<file path="src/hdl/fixed_point_mul_div_mod_assert.svh">
// Assertion macros for the fixed-point multiply/divide/modulo unit
`ifndef FIXED_POINT_MUL_DIV_MOD_ASSERT_SVH
`define FIXED_POINT_MUL_DIV_MOD_ASSERT_SVH
`ifndef NO_ASSERTIONS
`define FPMD_ASSERT_IMPL(label, clk, rstn, ante, cons) \
    label: assert property (@(posedge clk) disable iff (!rstn) (ante) |-> (cons)) \
        else $error("assertion failed");
`define FPMD_ASSERT_NEXT(label, clk, rstn, ante, cons) \
    label: assert property (@(posedge clk) disable iff (!rstn) (ante) |=> (cons)) \
        else $error("assertion failed");
`else
`define FPMD_ASSERT_IMPL(label, clk, rstn, ante, cons)
`define FPMD_ASSERT_NEXT(label, clk, rstn, ante, cons)
`endif
`endif

</file>
<file path="src/hdl/fpmd_mul.sv">
// Registered signed multiplier with arithmetic right shift by the fraction width, then a delay line
`timescale 1ns / 1ps
module fpmd_mul #(
    parameter int FRAC_BITS = 16,
    parameter int LAT = 34
) (
    input  logic               aclk,
    input  logic               ce,
    input  logic signed [31:0] a,
    input  logic signed [31:0] b,
    output logic        [31:0] prod
);
    logic signed [63:0] p_reg;
    logic signed [63:0] sh;
    logic [31:0] dly_reg [LAT-1];

    always_ff @(posedge aclk) begin
        if (ce) begin
            p_reg <= a * b;
            dly_reg[0] <= sh[31:0];
            for (int i = 1; i < LAT - 1; i++) begin
                dly_reg[i] <= dly_reg[i-1];
            end
        end
    end
    assign sh = p_reg >>> FRAC_BITS;
    assign prod = dly_reg[LAT-2];
endmodule

</file>
<file path="config.mk">
export PLATFORM = sky130hd
export DESIGN_NAME = fpmd_mul
export DESIGN_NICKNAME = d
export VERILOG_FILES = /design/src/hdl/fixed_point_mul_div_mod_assert.svh /design/src/hdl/fpmd_mul.sv
export SDC_FILE = /design/constraint.sdc
export NUM_CORES = 2
export LEC_CHECK = 0
export ABC_AREA = 0
export BUFFER_PORTS_ARGS = -buffer_cell sky130_fd_sc_hd__buf_2
export CAP_MARGIN = 0
export CORE_MARGIN = 2
export CORE_UTILIZATION = 26
export CTS_CLUSTER_DIAMETER = 80
export DETAILED_ROUTE_END_ITERATION = 10
export PLACE_DENSITY_LB_ADDON = 0.3
export SYNTH_ARGS = -nofsm -noshare
export SYNTH_HDL_FRONTEND = slang
export SYNTH_SLANG_ARGS = --single-unit
</file>
<file path="constraint.sdc">
create_clock -name aclk -period 7.65 [get_ports aclk]
set_input_delay 0.765 -clock aclk [delete_from_list [all_inputs] [get_ports aclk]]
set_output_delay 0.765 -clock aclk [all_outputs]
set_load 0.01 [all_outputs]
</file>
==> flow_summary.toml <==
[detailed_routing]
vias = 30939
vias_per_cell = 3.96
drc_errors = 0
wl_per_cell_um = 15.3
drt_iter0_markers = 1767
dr.pass1.iters = 6
wirelength_mm = 120
ant_nets = 0

[worst_setup_path]
crit_required_ns = 8.04
crit_type = "input pin to register"
cp-end-kind = "register"
critPathArrivalTime_ns = 7.74
path_buf_inv = 7
regToRegStartpoint = "dly_reg[4][4]$_DFFE_PP_"
r2r_end = "dly_reg[4][36]$_DFFE_PP_"
cp-start-kind = "input pin"
cp_top_family = "adder cells"
cp_slowest_cell = "fa_1"
path_common_cell = "fa_1"
cpPeakStageDelay_ns = 0.65
reg2reg_setup_slack_ns = 7.01
cp_max_fo = 6
r2r_cells = 0

[clock_tree]
clock_sinks = 1088
numCtsBuffers = 106
clk_pin_slew_ns = 0.06
cts_buffer_depth = 3
tritoncts = "yes"
clk_latency_ns = 0.64
postCtsHoldBufs = 0
cts.htree.levels = 3
cts_root_buf = "clkbuf_16"

[logic_synthesis]
ys_seq_area_share_pct = 53.2
synth_edf_count = 1088
ys_async_sr_fraction_pct = 0
synth_nets = 5260
yosys.area.top_type = "edfxtp_1"
synth.area.top_cells = "edfxtp_1 53%, fa_1 27%, inv_1 4.8%"
synth_warnings = 0
synth_top_cell_area_share_pct = 53.2
syn-cell-area_mm2 = 0.0614
synth_flop_cell = "edfxtp_1"
synth_seq_cells = 1088
post_synth_num_cell_types = 47
syn_inst = 4193
syn_area_per_cell_um2 = 14.6

[die]
dieArea_mm2 = 0.240
die_x_um = 490
rows = 178
core_mm2 = 0.235
initial_utilization_pct = 26.1
ioPinCount = 98
fp.dieH_um = 490

[sta]
slew-limit-headroom_pct = 25.3
fin_crit_sh_pct = 96.1
tightestPinTransition_ns = 1.12
finalCriticalPeriod_ns = 7.36
max_freq_mhz = 136
drv_slew = 0
setup_viol = 0
rsz0062_at_grt = "no"
skew_ns = 0.0117
hold_violations = 0
fin_hold_ws_ns = 0.408

[layout]
area_growth_pct = 17.4
final_cell_mix = "1088 x edfxtp_1, 838 x fa_1, 780 x inv_1"
diodes = 0
final_area_mm2 = 0.0721
largest_reg_flops = 1056
layout-drive-gt1-share_pct = 13.1
final_common_cell = "edfxtp_1"
nNetsFinal = 5648

[global_route]
grtUsageTotal_pct = 10.2
grt_max_degree = 212
grt_pass1_vias = 33850
grt_pass1_wl_mm = 191
grt_overflow = 0
antenna_found_initial = 3

[place]
routabilityCongestion = 0.843
placed_cell_area_mm2 = 0.0685
portBuffers = 97
dp_hpwl_mm = 91.9

[worst_hold_path]
min_from = "dly_reg[12][34]$_DFFE_PP_"
hold_path.class = "register to register"
min_delay_path_depth = 0
worstHoldEndpoint = "dly_reg[13][2]$_DFFE_PP_"

[run_status]
status = "completed"

[run]
cap_viol_max_count = 0
synth_stat cells, types with 2 or more instances:
| cell type | n |
|---|---|
| nor4b_1 | 2 |
| and2_4 | 2 |
| a41oi_1 | 2 |
| fa_1 | 838 |
| nand4_1 | 6 |
| a211oi_1 | 6 |
| nor2b_1 | 13 |
| a221o_1 | 3 |
| and2_1 | 461 |
| o21ai_0 | 11 |
| o21a_1 | 5 |
| a21o_1 | 17 |
| o21bai_1 | 7 |
| nand2b_1 | 7 |
| ha_1 | 163 |
| clkbuf_1 | 168 |
| edfxtp_1 | 1088 |
| nor2_1 | 19 |
| inv_1 | 781 |
| a31oi_1 | 6 |
| nand3_1 | 4 |
| xnor2_1 | 59 |
| a21oi_1 | 30 |
| xor2_1 | 15 |
| and3_1 | 2 |
| o211ai_1 | 3 |
| nand2_1 | 444 |
| o21ai_1 | 8 |
| nor3_1 | 5 |
routing by layer:
layer  global-route usage, %  part of all wire, %  up-vias  wire length, µm
met4                    2.83                  2.5        2             2970
met5                       0               0.0058        -                7
met1                    14.3                   47    16174            56900
li1                        -                    -    14027                -
met2                    16.7                   47      564            55900
met3                    1.25                  3.6      172             4260
cell type report:
class                      instances  area (µm²)
tap                             3150        3940
inverter                         781        2940
multi-input combinational       2156       25100
clock buffer                     130        2810
timing repair buffer             448        3850
sequential                      1088       32700
fill                           23401      163000
clock inverter                    69         722
cells by family (layout without fill, tap and decap cells):
logic type      after synthesis  after routing  synth area share, %
simple gates                970            970                 8.01
fa+ha+maj                  1001           1001                 30.7
buf+inv                     949           1428                 5.80
flops                      1088           1088                 53.2
compound gates              111            111                 1.23
xor+xnor                     74             74                 1.06
timing repair:
action,in CTS,in global routing
buffers inserted,0,0
resized for setup,0,6
endpoints found under the setup margin,0,5
how the worst max path moves through the flow:
stage                     startpoint  slack [ns]  depth (start not counted)                   to
after CTS                      a[14]        0.19                         22  p_reg[41]$_DFFE_PP_
after floorplan                 b[2]       0.006                         25  p_reg[47]$_DFFE_PP_
after detailed placement       a[14]       -0.51                         22  p_reg[41]$_DFFE_PP_
final                           b[2]        0.29                         25  p_reg[47]$_DFFE_PP_
after global routing           a[25]        0.02                         22  p_reg[41]$_DFFE_PP_
after global placement         a[14]       -0.46                         22  p_reg[47]$_DFFE_PP_
stage by stage:
stage / instances / worst slack (ns) / setup TNS [ns] / util, %
after floorplan: 4193 / 0.00591 / 0 / -
after detailed placement: 7623 / -0.512 / -6.90 / 29.2
after CTS: 7822 / 0.190 / 0 / 30.7
after global routing: 7822 / 0.0246 / 0 / 30.7
final: 7822 / 0.295 / 0 / 30.7
after global placement: 7623 / -0.464 / -6.40 / 29.2
Power is not shown: default switching activity piles up to over one toggle a cycle in this logic, so the estimate is an artifact.
